==> src/drr_pkg.sv <==
`timescale 1ns / 1ps
// ----------------------------------------------------------------------------
// Deduplicating resume ring package
// Shared types, codes and field layout constants.
// ----------------------------------------------------------------------------
package drr_pkg;

    localparam int ID_W         = 62;
    localparam int SLOT_W       = 8;
    localparam int STREAM_SLOTS = 256;
    localparam int LIMIT_W      = 6;
    localparam int MAX_RESULTS  = 32;
    localparam int STATUS_W     = 3;
    localparam int RC_W         = 6;

    localparam int IN_TDATA_W  = 80;
    localparam int OUT_TDATA_W = 72;
    localparam int IN_TUSER_W  = 2;
    localparam int OUT_TUSER_W = 4;

    localparam int SLOT_LSB  = 0;
    localparam int ID_LSB    = SLOT_LSB + SLOT_W;
    localparam int LIMIT_LSB = ID_LSB + ID_W;

    localparam int POP_LSB = 0;
    localparam int RC_LSB  = POP_LSB + ID_W;
    localparam int WAKE_BIT = STATUS_W;

    typedef enum logic [1:0] {
        OP_RESUME = 2'd0,
        OP_DRAIN  = 2'd1,
        OP_CLEAR  = 2'd2,
        OP_STOP   = 2'd3
    } op_t;

    typedef enum logic [STATUS_W-1:0] {
        STAT_ACCEPTED        = 3'd0,
        STAT_COALESCED       = 3'd1,
        STAT_REFUSED_STOPPED = 3'd2,
        STAT_REFUSED_FULL    = 3'd3,
        STAT_DRAINED         = 3'd4,
        STAT_DRAIN_EMPTY     = 3'd5
    } status_t;

    typedef enum logic {
        BK_IDLE = 1'b0,
        BK_EMIT = 1'b1
    } back_state_t;

    typedef struct packed {
        op_t                op;
        logic [SLOT_W-1:0]  slot;
        logic [ID_W-1:0]    id;
        logic [LIMIT_W-1:0] limit;
        logic               limit_zero;
    } cmd_t;

    typedef struct packed {
        status_t           status;
        logic [ID_W-1:0]   popped_id;
        logic              last;
        logic              wake;
        logic [RC_W-1:0]   ring_count;
    } result_t;

endpackage

==> src/drr_front.sv <==
`timescale 1ns / 1ps
// ----------------------------------------------------------------------------
// Deduplicating resume ring front end
// Accepts input transfers, decodes the operation and caps the drain limit.
// ----------------------------------------------------------------------------
module drr_front
    import drr_pkg::*;
(
    input  logic                  s_tvalid,
    output logic                  s_tready,
    input  logic [IN_TDATA_W-1:0] s_tdata,
    input  logic [IN_TUSER_W-1:0] s_tuser,
    input  logic                  queue_full,
    output logic                  push,
    output cmd_t                  cmd
);

    logic [LIMIT_W-1:0] raw_limit;

    assign raw_limit = s_tdata[LIMIT_LSB +: LIMIT_W];
    assign s_tready  = !queue_full;
    assign push      = s_tvalid && !queue_full;

    always_comb
    begin
        cmd.op         = op_t'(s_tuser[1:0]);
        cmd.slot       = s_tdata[SLOT_LSB +: SLOT_W];
        cmd.id         = s_tdata[ID_LSB +: ID_W];
        cmd.limit      = (raw_limit > LIMIT_W'(MAX_RESULTS)) ? LIMIT_W'(MAX_RESULTS) : raw_limit;
        cmd.limit_zero = (raw_limit == '0);
    end

endmodule

==> src/drr_cmd_queue.sv <==
`timescale 1ns / 1ps
// ----------------------------------------------------------------------------
// Deduplicating resume ring command queue
// Two-entry queue between the front end and the execution back end.
// ----------------------------------------------------------------------------
module drr_cmd_queue
    import drr_pkg::*;
(
    input  logic clk,
    input  logic rst_n,
    input  logic push,
    input  cmd_t push_cmd,
    output logic full,
    input  logic pop,
    output logic pop_valid,
    output cmd_t pop_cmd
);

    cmd_t       entry_reg [2];
    logic       wr_ptr_reg;
    logic       wr_ptr_next;
    logic       rd_ptr_reg;
    logic       rd_ptr_next;
    logic [1:0] fill_reg;
    logic [1:0] fill_next;

    assign full      = (fill_reg == 2'd2);
    assign pop_valid = (fill_reg != 2'd0);
    assign pop_cmd   = entry_reg[rd_ptr_reg];

    always_comb
    begin
        wr_ptr_next = push ? !wr_ptr_reg : wr_ptr_reg;
        rd_ptr_next = pop ? !rd_ptr_reg : rd_ptr_reg;
        fill_next   = fill_reg + {1'b0, push} - {1'b0, pop};
    end

    always_ff @(posedge clk or negedge rst_n)
    begin
        if (!rst_n)
        begin
            wr_ptr_reg <= 1'b0;
            rd_ptr_reg <= 1'b0;
            fill_reg   <= 2'd0;
        end
        else
        begin
            wr_ptr_reg <= wr_ptr_next;
            rd_ptr_reg <= rd_ptr_next;
            fill_reg   <= fill_next;
        end
    end

    always_ff @(posedge clk)
    begin
        if (push)
        begin
            entry_reg[wr_ptr_reg] <= push_cmd;
        end
    end

endmodule

==> src/drr_back.sv <==
`timescale 1ns / 1ps
// ----------------------------------------------------------------------------
// Deduplicating resume ring back end
// Holds the ring, the enqueued flags and the stop mode, and executes commands.
// ----------------------------------------------------------------------------
module drr_back
    import drr_pkg::*;
#(
    parameter int RING_DEPTH = 32
)
(
    input  logic    clk,
    input  logic    rst_n,
    input  logic    cmd_valid,
    input  cmd_t    cmd,
    output logic    cmd_pop,
    input  logic    wake_enable,
    output logic    res_valid,
    input  logic    res_ready,
    output result_t res
);

    localparam int ADDR_W = $clog2(RING_DEPTH);
    localparam int CNT_W  = $clog2(RING_DEPTH + 1);

    function automatic logic [ADDR_W-1:0] next_idx(input logic [ADDR_W-1:0] idx);
        return (idx == ADDR_W'(RING_DEPTH - 1)) ? '0 : idx + ADDR_W'(1);
    endfunction

    logic [ID_W-1:0]         ring_mem [RING_DEPTH];
    logic [ID_W-1:0]         rd_data_reg;
    back_state_t             state_reg;
    back_state_t             state_next;
    logic [ADDR_W-1:0]       head_reg;
    logic [ADDR_W-1:0]       head_next;
    logic [ADDR_W-1:0]       tail_reg;
    logic [ADDR_W-1:0]       tail_next;
    logic [CNT_W-1:0]        count_reg;
    logic [CNT_W-1:0]        count_next;
    logic [LIMIT_W-1:0]      rem_reg;
    logic [LIMIT_W-1:0]      rem_next;
    logic                    stopped_reg;
    logic                    stopped_next;
    logic [STREAM_SLOTS-1:0] flags_reg;
    logic [STREAM_SLOTS-1:0] flags_next;
    logic                    out_valid_reg;
    logic                    out_valid_next;
    result_t                 out_reg;
    result_t                 out_load;
    logic                    load;
    logic                    out_free;
    logic                    wr_en;
    logic                    rd_en;
    logic [ADDR_W-1:0]       rd_addr;
    logic                    drain_fin;

    assign out_free  = !out_valid_reg || res_ready;
    assign res_valid = out_valid_reg;
    assign res       = out_reg;

    always_comb
    begin
        state_next   = state_reg;
        head_next    = head_reg;
        tail_next    = tail_reg;
        count_next   = count_reg;
        rem_next     = rem_reg;
        stopped_next = stopped_reg;
        flags_next   = flags_reg;
        cmd_pop      = 1'b0;
        wr_en        = 1'b0;
        rd_en        = 1'b0;
        rd_addr      = head_reg;
        load         = 1'b0;
        drain_fin    = 1'b0;
        out_load     = '0;

        case (state_reg)
            BK_IDLE:
            begin
                if (cmd_valid && out_free)
                begin
                    cmd_pop = 1'b1;
                    case (cmd.op)
                        OP_RESUME:
                        begin
                            load          = 1'b1;
                            out_load.last = 1'b1;
                            if (flags_reg[cmd.slot])
                            begin
                                out_load.status = STAT_COALESCED;
                            end
                            else if (stopped_reg)
                            begin
                                out_load.status = STAT_REFUSED_STOPPED;
                            end
                            else if (count_reg == CNT_W'(RING_DEPTH))
                            begin
                                out_load.status = STAT_REFUSED_FULL;
                            end
                            else
                            begin
                                out_load.status       = STAT_ACCEPTED;
                                out_load.wake         = wake_enable && (count_reg == '0);
                                wr_en                 = 1'b1;
                                tail_next             = next_idx(tail_reg);
                                count_next            = count_reg + CNT_W'(1);
                                flags_next[cmd.slot]  = 1'b1;
                            end
                            out_load.ring_count = RC_W'(count_next);
                        end
                        OP_DRAIN:
                        begin
                            if ((count_reg == '0) || cmd.limit_zero)
                            begin
                                load                = 1'b1;
                                out_load.status     = STAT_DRAIN_EMPTY;
                                out_load.last       = 1'b1;
                                out_load.ring_count = RC_W'(count_reg);
                            end
                            else
                            begin
                                rd_en      = 1'b1;
                                rem_next   = cmd.limit;
                                state_next = BK_EMIT;
                            end
                        end
                        OP_CLEAR:
                        begin
                            flags_next[cmd.slot] = 1'b0;
                        end
                        OP_STOP:
                        begin
                            stopped_next = 1'b1;
                            head_next    = '0;
                            tail_next    = '0;
                            count_next   = '0;
                        end
                        default:
                        begin
                            cmd_pop = 1'b1;
                        end
                    endcase
                end
            end
            BK_EMIT:
            begin
                if (out_free)
                begin
                    drain_fin           = (rem_reg == LIMIT_W'(1)) || (count_reg == CNT_W'(1));
                    load                = 1'b1;
                    head_next           = next_idx(head_reg);
                    count_next          = count_reg - CNT_W'(1);
                    rem_next            = rem_reg - LIMIT_W'(1);
                    out_load.status     = STAT_DRAINED;
                    out_load.popped_id  = rd_data_reg;
                    out_load.last       = drain_fin;
                    out_load.ring_count = RC_W'(count_next);
                    if (drain_fin)
                    begin
                        state_next = BK_IDLE;
                    end
                    else
                    begin
                        rd_en   = 1'b1;
                        rd_addr = head_next;
                    end
                end
            end
            default:
            begin
                state_next = BK_IDLE;
            end
        endcase

        out_valid_next = load || (out_valid_reg && !res_ready);
    end

    always_ff @(posedge clk or negedge rst_n)
    begin
        if (!rst_n)
        begin
            state_reg     <= BK_IDLE;
            head_reg      <= '0;
            tail_reg      <= '0;
            count_reg     <= '0;
            rem_reg       <= '0;
            stopped_reg   <= 1'b0;
            flags_reg     <= '0;
            out_valid_reg <= 1'b0;
        end
        else
        begin
            state_reg     <= state_next;
            head_reg      <= head_next;
            tail_reg      <= tail_next;
            count_reg     <= count_next;
            rem_reg       <= rem_next;
            stopped_reg   <= stopped_next;
            flags_reg     <= flags_next;
            out_valid_reg <= out_valid_next;
        end
    end

    always_ff @(posedge clk)
    begin
        if (load)
        begin
            out_reg <= out_load;
        end
    end

    always_ff @(posedge clk)
    begin
        if (wr_en)
        begin
            ring_mem[tail_reg] <= cmd.id;
        end
        if (rd_en)
        begin
            rd_data_reg <= ring_mem[rd_addr];
        end
    end

endmodule

==> src/dedup_resume_ring.sv <==
`timescale 1ns / 1ps
// ----------------------------------------------------------------------------
// Deduplicating resume ring
// Ring of stream IDs in which each stream slot is queued at most once.
// ----------------------------------------------------------------------------
// Commands arrive on the s_ stream (op in s_tuser) and results leave on the
// m_ stream, one transfer per result; m_tlast marks the final result of a
// command. Clear and stop commands produce no result. The cfg channel writes
// wake_enable and is always ready.
// A command enters a two-entry queue and the execution unit takes it from
// there once the result register is free, then registers its result.
// Requests, clears and stops sustain one command per cycle while m_tready
// is high and no drain is in progress. A drain first reads the ring memory
// into the registered read port; after that the read port delivers one
// popped ID per cycle while m_tready is high.
// Reset clears the enqueued flags, the ring pointers, the stop mode and
// wake_enable; the block accepts commands right after reset.
// When m_tready is low the result register holds its transfer and the
// execution unit waits; input transfers continue until the queue fills.
// ----------------------------------------------------------------------------
module dedup_resume_ring
    import drr_pkg::*;
#(
    parameter int RING_DEPTH = 32
)
(
    input  logic                   clk,
    input  logic                   rst_n,
    input  logic                   s_tvalid,
    output logic                   s_tready,
    input  logic [IN_TDATA_W-1:0]  s_tdata,   // stream_slot, stream_id, drain_max, zero pad
    input  logic [IN_TUSER_W-1:0]  s_tuser,   // op
    output logic                   m_tvalid,
    input  logic                   m_tready,
    output logic [OUT_TDATA_W-1:0] m_tdata,   // popped_id, ring_count, zero pad
    output logic                   m_tlast,
    output logic [OUT_TUSER_W-1:0] m_tuser,   // status, wake
    input  logic                   cfg_valid,
    output logic                   cfg_ready,
    input  logic                   cfg_data
);

    logic    wake_enable_reg;
    logic    wake_enable_next;
    logic    q_full;
    logic    q_push;
    cmd_t    q_in;
    logic    q_pop;
    logic    q_valid;
    cmd_t    q_out;
    result_t res;

    assign cfg_ready        = 1'b1;
    assign wake_enable_next = (cfg_valid && cfg_ready) ? cfg_data : wake_enable_reg;

    always_ff @(posedge clk or negedge rst_n)
    begin
        if (!rst_n)
        begin
            wake_enable_reg <= 1'b0;
        end
        else
        begin
            wake_enable_reg <= wake_enable_next;
        end
    end

    drr_front u_front (
        .s_tvalid   (s_tvalid),
        .s_tready   (s_tready),
        .s_tdata    (s_tdata),
        .s_tuser    (s_tuser),
        .queue_full (q_full),
        .push       (q_push),
        .cmd        (q_in)
    );

    drr_cmd_queue u_queue (
        .clk       (clk),
        .rst_n     (rst_n),
        .push      (q_push),
        .push_cmd  (q_in),
        .full      (q_full),
        .pop       (q_pop),
        .pop_valid (q_valid),
        .pop_cmd   (q_out)
    );

    drr_back #(
        .RING_DEPTH (RING_DEPTH)
    ) u_back (
        .clk         (clk),
        .rst_n       (rst_n),
        .cmd_valid   (q_valid),
        .cmd         (q_out),
        .cmd_pop     (q_pop),
        .wake_enable (wake_enable_reg),
        .res_valid   (m_tvalid),
        .res_ready   (m_tready),
        .res         (res)
    );

    assign m_tdata = {(OUT_TDATA_W - ID_W - RC_W)'(0), res.ring_count, res.popped_id};
    assign m_tuser = {res.wake, res.status};
    assign m_tlast = res.last;

endmodule

==> config.mk <==
export PLATFORM = sky130hd
export DESIGN_NAME = dedup_resume_ring
export DESIGN_NICKNAME = d
export VERILOG_FILES = /design/src/drr_pkg.sv /design/src/drr_front.sv /design/src/drr_cmd_queue.sv /design/src/drr_back.sv /design/src/dedup_resume_ring.sv
export SDC_FILE = /design/constraint.sdc
export NUM_CORES = 2
export LEC_CHECK = 0
export ABC_AREA = 1
export BUFFER_PORTS_ARGS = -buffer_cell sky130_fd_sc_hd__clkbuf_2
export CAP_MARGIN = 30
export CELL_PAD_IN_SITES_DETAIL_PLACEMENT = 0
export CELL_PAD_IN_SITES_GLOBAL_PLACEMENT = 1
export CORE_MARGIN = 5
export CORE_UTILIZATION = 55
export DETAILED_ROUTE_END_ITERATION = 8
export PLACE_DENSITY = 0.82
export SLEW_MARGIN = 10
export SYNTH_ARGS = -nofsm -noshare
export SYNTH_HDL_FRONTEND = slang
export SYNTH_SLANG_ARGS = --single-unit
==> constraint.sdc <==
create_clock -name clk -period 12.19 [get_ports clk]
set_clock_uncertainty 0.05 [all_clocks]
set_input_delay 1.219 -clock clk [delete_from_list [all_inputs] [get_ports clk]]
set_output_delay 1.219 -clock clk [all_outputs]
set_load 0.005 [all_outputs]
# Word-level counts from Yosys, hierarchy flattened
# Memories as Yosys holds them, arrays and structs flattened. A register that Yosys moved wholly into a read port is not among the register bits.
# Cells that the tools add are included.
[totals]
inputBits = 88
n_memories = 2
ramBits = 2142
wordCells = 158
reg_bits = 359
[op_classes]
n_reduce_logical = 28
n_bitwise = 6
add_sub_neg = 7
eq_ne = 18
mux = 77
magnitude_cmp = 3
[mem_list]
columns = ["name", "depth", "width", "read_ports", "rd_ports_with_merged_regs", "wr", "line_no", "text"]
rows = [
  ["u_back.ring_mem", 32, 62, 1, 1, 1, "drr_back.sv:30", "logic [ID_W-1:0] ring_mem [RING_DEPTH];"],
  ["u_queue.entry_reg", 2, 79, 1, 0, 1, "drr_cmd_queue.sv:19", "cmd_t entry_reg [2];"],
]
[op_table]
columns = ["cell", "n"]
rows = [
  ["$mux 256", 3],
  ["$pmux 256 s2", 1],
  ["$and 256x256->256", 1],
  ["$not 256->256", 1],
  ["$or 256x256->256", 1],
  ["$mux 6", 12],
  ["$mux 66", 1],
  ["$pmux 6 s2", 5],
  ["$mux 5", 11],
  ["$mux 1", 27],
  ["$pmux 5 s2", 2],
  ["$ne 2x2->1 const B", 7],
  ["$eq 6x1->1 const B", 2],
  ["$logic_not 6->1", 2],
  ["$mux 3", 4],
  ["$pmux 3 s2", 2],
  ["$reduce_and 6->1", 2],
  ["$sub 6x1->6 const B", 2],
  ["$add 5x1->5 const B", 2],
  ["$eq 5x5->1 const B", 2],
  ["$pmux 1 s2", 5],
  ["$lt 8x9->1 const B", 1],
  ["$reduce_and 3->1", 3],
  ["$bmux 1 s8", 1],
  ["22 further kinds", 39],
]

# Logic depth before layout (Yosys ltp)
# An unclocked memory read counts as a cell.
[depth]
word_depth = 10
depth_mapped = 25

# By module
# Synthesis repeated with hierarchy kept, for this count alone.
[hier_totals]
cells_unflattened = 9134
area_unflattened_um2 = 106302.0
[by_module_without_submodules]
columns = ["mod", "area_each_um2", "seq_area_each_um2", "cells_per_inst", "n_inst"]
rows = [
  ["drr_back", 99534.2, 70662.8, 8595, 1],
  ["drr_cmd_queue", 6062.1, 4844.6, 437, 1],
  ["drr_front", 620.6, 0.0, 90, 1],
  ["dedup_resume_ring", 85.1, 25.0, 12, 1],
]

# Worst setup path before layout
# OpenSTA, ideal clock, no wires.
[synth_path]
kind = "register -> register"
from = "reg u_queue.rd_ptr_reg"
to = "mem u_back.ring_mem[0][0], enable pin"
t_required_ps = 11658
stages_incl_launch_ff = 13
n_path_buf = 4
setup_ps = 482
slack_ps = 6646
t_arrival_ps = 5011
cell_sequence = "dfrtp_1 -> buf_4 -> clkbuf_1 -> clkbuf_1 -> o21ai_0 -> ha_1 -> buf_1 -> inv_1 -> nor2_1 -> inv_1 -> nor2_1 -> nand2_1 -> nor2_1"
[synth_via]
elab_chain_cells = 9
elab_cells_between_ends = 10
cone_classes = "8 x mux; 1 x reduce/logical; 1 x memory"
[synth_lines]
columns = ["item", "line_no", "text"]
rows = [
  ["start, declared", "drr_cmd_queue.sv:22", "logic rd_ptr_reg;"],
  ["start signal, assigned", "drr_cmd_queue.sv:49", "rd_ptr_reg <= rd_ptr_next;"],
  ["$mem_v2 2x79 *", "--", ""],
  ["$bmux 1 s8", "drr_back.sv:89", "if (flags_reg[cmd.slot])"],
  ["$mux 1 (implied by the code)", "drr_back.sv:89", ""],
  ["$mux 1", "drr_back.sv:89", ""],
  ["$mux 1 *", "drr_back.sv:84", "case (cmd.op)"],
  ["$mux 1 *", "drr_back.sv:81", "if (cmd_valid && out_free)"],
  ["$mux 1 *", "drr_back.sv:78", "case (state_reg)"],
  ["$mux 1 *", "drr_back.sv:215", "if (wr_en)"],
  ["$mux 1 (implied by the code) *", "drr_back.sv:217", "ring_mem[tail_reg] <= cmd.id;"],
  ["end, declared", "drr_back.sv:30", ""],
]
# Every way passes the cells marked *; elsewhere a longest branch is shown, timed or not. The select of a mux whose other input is x is not followed.

# Worst setup path after layout
[layout_path]
from = "reg u_queue.rd_ptr_reg"
to = "mem u_back.ring_mem[13][22], enable pin"
# The elaborated chain is that of the path after synthesis.

==> impl_results.md <==
* CP Buf/Inv Count at 5
* Num ports at 168
* CP max FO at 64
* Clock Latency Late Sink at 0.93 ns
* Final wirelength at 302,000 µm
* All-Layer GR Usage at 0.291
* Routability cong. at 0.835
* Buffers on Ports at 158
* Post-synth EDFFs at 2,277
* Fmax at 128 MHz
* Synth unique cells at 36
* Leak at 42.0 nW
* Grt ovf at 0
* Slowest cell on the critical path: buf_4
* Post-synth top flop: edfxtp_1
* Filler cell count at 14,507
* Largest net degree at the start of global routing at 269
* Vias in the first global route at 70,228
* Reg2reg end: u_back.ring_mem[13][22]
* Post-route ant nets at 0
* Reg clk slew, reported paths at 0.06 ns
* Rows at 161
* Final-stage net count at 9,210
* CP startpoint: u_queue.rd_ptr_reg
* CORE AREA at 0.192 mm²
* Minimum clock period at 7.84 ns
* Post-CTS setup buffers at 0
* #FFs+latches synth at 2,563
* Cell family with most CP delay: simple AND/OR/NAND/NOR gates
* Clock Path Buffers at 4
* R2R Path Start: u_queue.rd_ptr_reg
* Syn-to-layout area delta at 11.9%
* Setup Viol. Count Final at 0
* Fin Setup TNS at 0 ns
* CTS Sinks at 2,563
* Hold buffer count at cts at 0
* Syn_area_per_cell at 11.6 µm²
* Total power at 33.0 mW
* Cells after synthesis at 9,145
* Status: complete, no violations
* CP max stage delay at 0.77 ns
* Pwr dens at 278 mW/mm²
* Vert. Die Dim at 449 µm
* WS Path Type: reg -> reg
* DRT Pass-1 Iters at 8
* Worst slew margin at 0.190
* Total Die Area at 0.201 mm²
* Cells on worst reg2reg path at 24
* Data required, critical path at 12.69 ns
* Via-to-Cell Ratio at 6.27
* Max H-tree Level at 5
* CP cell instances: buf_4, inv_4, nand2_4, nand2_4, buf_4, nand2_1, nand2_1, nand2_1, nand2_1, nand2_1, nand2_1, nor2_1, nor2_1, nor2_1, nand2_1, nand2_1, nand2_1, nor2_4, nand2_1, nor2_1, nand2_1, nor2_4, buf_4, buf_4
* Worst Setup End Kind: flip-flop
* Min-Delay Path Class: in -> async
* CTS resizes at 0
* DP Wirelength at 151,000 µm
* Syn Std Cell Area at 0.106 mm²
* Final Max Slew Viols at 0
* Setup crit start kind: flip-flop
* Initial antenna violation count at 18
* Worst EP arrival at 8.34 ns
* Total of max-cap violations at 0
* Slew @ Worst Pin at 1.21 ns
* Layout cell share with drive strength beyond 1 at 0.0847
* Number of buffers added by the clock tree synthesis step at 279
* Reg2Reg Setup Slack at 4.35 ns
* Starting density of the core at 0.551
* Final period util at 0.643
* DIE WIDTH at 449 µm
* Root buffer cell: clkbuf_16
* Sequential share of the synthesized area at 0.713
* Peak VDD IR at 0.252 mV
* Fin. Hold Viols at 0
* DR vias at 74,164
* Max reg flops at 1,984
* First-pass GRT wire length at 446,000 µm
* Yosys warns at 0
* RSZ-0062 raised after global routing: false
* WL/cell at 25.5 µm
* Initial DRC count at 10,162
* Worst path most repeated cell: nand2_1
* DRC Markers at 0
* CTS tree: built
* Post-synth ARST share at 0.112
## cell families after synthesis
logic type	count (synthesis)	share of synthesized area
AO/OA/AOI/OAI	1804	0.0990
buffers and inverters	825	0.0331
AND/OR/NAND/NOR	3921	0.151
adder cells (fa/ha/maj)	18	0.00213
XOR/XNOR	11	0.000910
other	2	0.0000709
multiplexers	1	0.0000946
flip-flops	2563	0.713
## routing by layer
layer | routed length (µm) | vias to the layer above | global-route usage
met1 | 119000 | 36915 | 0.400
met5 | 0 | - | 0
met3 | 26400 | 641 | 0.0453
li1 | - | 32842 | -
met2 | 145000 | 3766 | 0.472
met4 | 11400 | 0 | 0.111
## final cells by class
class,instances,area [µm²],share of cell area
antenna,8,20.0,0.000169
clock buffer,354,7530,0.0635
multi-input combinational,5760,27200,0.230
inverter,145,591,0.00498
timing repair buffer,355,3450,0.0291
clock inverter,118,1010,0.00849
tap,2526,3160,0.0267
sequential,2563,75500,0.637
## report_power, final
| group | switching, mW | internal (mW) | leakage [nW] |
|---|---|---|---|
| sequential | 0.317 | 11.5 | 24.6 |
| clock | 3.31 | 4.72 | 4.17 |
| combinational | 9.77 | 3.36 | 13.2 |
| total | 13.4 | 19.6 | 42.0 |
## metrics by stage
| step | cell area (µm²) | setup slack (ns) | hold slack, ns | utilization | std cells |
|---|---|---|---|---|---|
| 2_1_floorplan | 106000 | 6.65 | 0.392 | - | 9148 |
| 5_1_grt | 118000 | 4.01 | 0.404 | 0.617 | 11826 |
| 3_3_place_gp | 108000 | 4.41 | 0.403 | 0.565 | 11282 |
| 3_5_place_dp | 109000 | 4.40 | 0.408 | 0.568 | 11302 |
| 6_report | 118000 | 4.35 | 0.355 | 0.617 | 11829 |
| 4_1_cts | 118000 | 4.39 | 0.361 | 0.612 | 11774 |
## cell usage after synthesis, types with 4 or more instances
cell type / instances / share of area
a21oi_1: 10 / 0.00047
buf_1: 30 / 0.0011
buf_2: 86 / 0.0041
buf_4: 26 / 0.0018
buf_6: 27 / 0.0029
clkbuf_1: 511 / 0.018
dfrtp_1: 286 / 0.068
edfxtp_1: 2277 / 0.65
ha_1: 18 / 0.0021
inv_1: 135 / 0.0048
inv_2: 10 / 0.00035
nand2_1: 1637 / 0.058
nand2_2: 4 / 0.00024
nand3_1: 448 / 0.021
nand4_1: 263 / 0.016
nor2_1: 1547 / 0.055
nor2_2: 5 / 0.00030
nor3_1: 5 / 0.00024
o211ai_1: 32 / 0.0023
o21a_1: 20 / 0.0014
o21ai_0: 1178 / 0.056
o21ai_1: 60 / 0.0028
o221ai_1: 273 / 0.023
o22ai_1: 227 / 0.013
or2_2: 7 / 0.00041
xor2_1: 8 / 0.00066
## worst max path at each step
stage,end,slack [ns],cells past startpoint
2_1_floorplan,u_back.ring_mem[0][0],6.65,12
3_3_place_gp,u_back.ring_mem[13][17],4.41,24
3_5_place_dp,u_back.ring_mem[13][13],4.40,24
4_1_cts,u_back.ring_mem[13][22],4.39,24
5_1_grt,u_back.ring_mem[13][22],4.01,24
6_report,u_back.ring_mem[13][22],4.35,24
## cells in the final DEF (no fill, tap or decap), types with 60 or more instances in the layout
master and n:
nand3_1 448, clkbuf_1 60, nand4_1 263, o221ai_1 273
inv_1 132, edfxtp_1 2277, clkbuf_2 157, o21ai_0 1177
clkbuf_16 299, o22ai_1 227, nor2_1 1512, dfrtp_1 285
nand2_1 1635, buf_4 114
(Power assumes the default switching activity.)
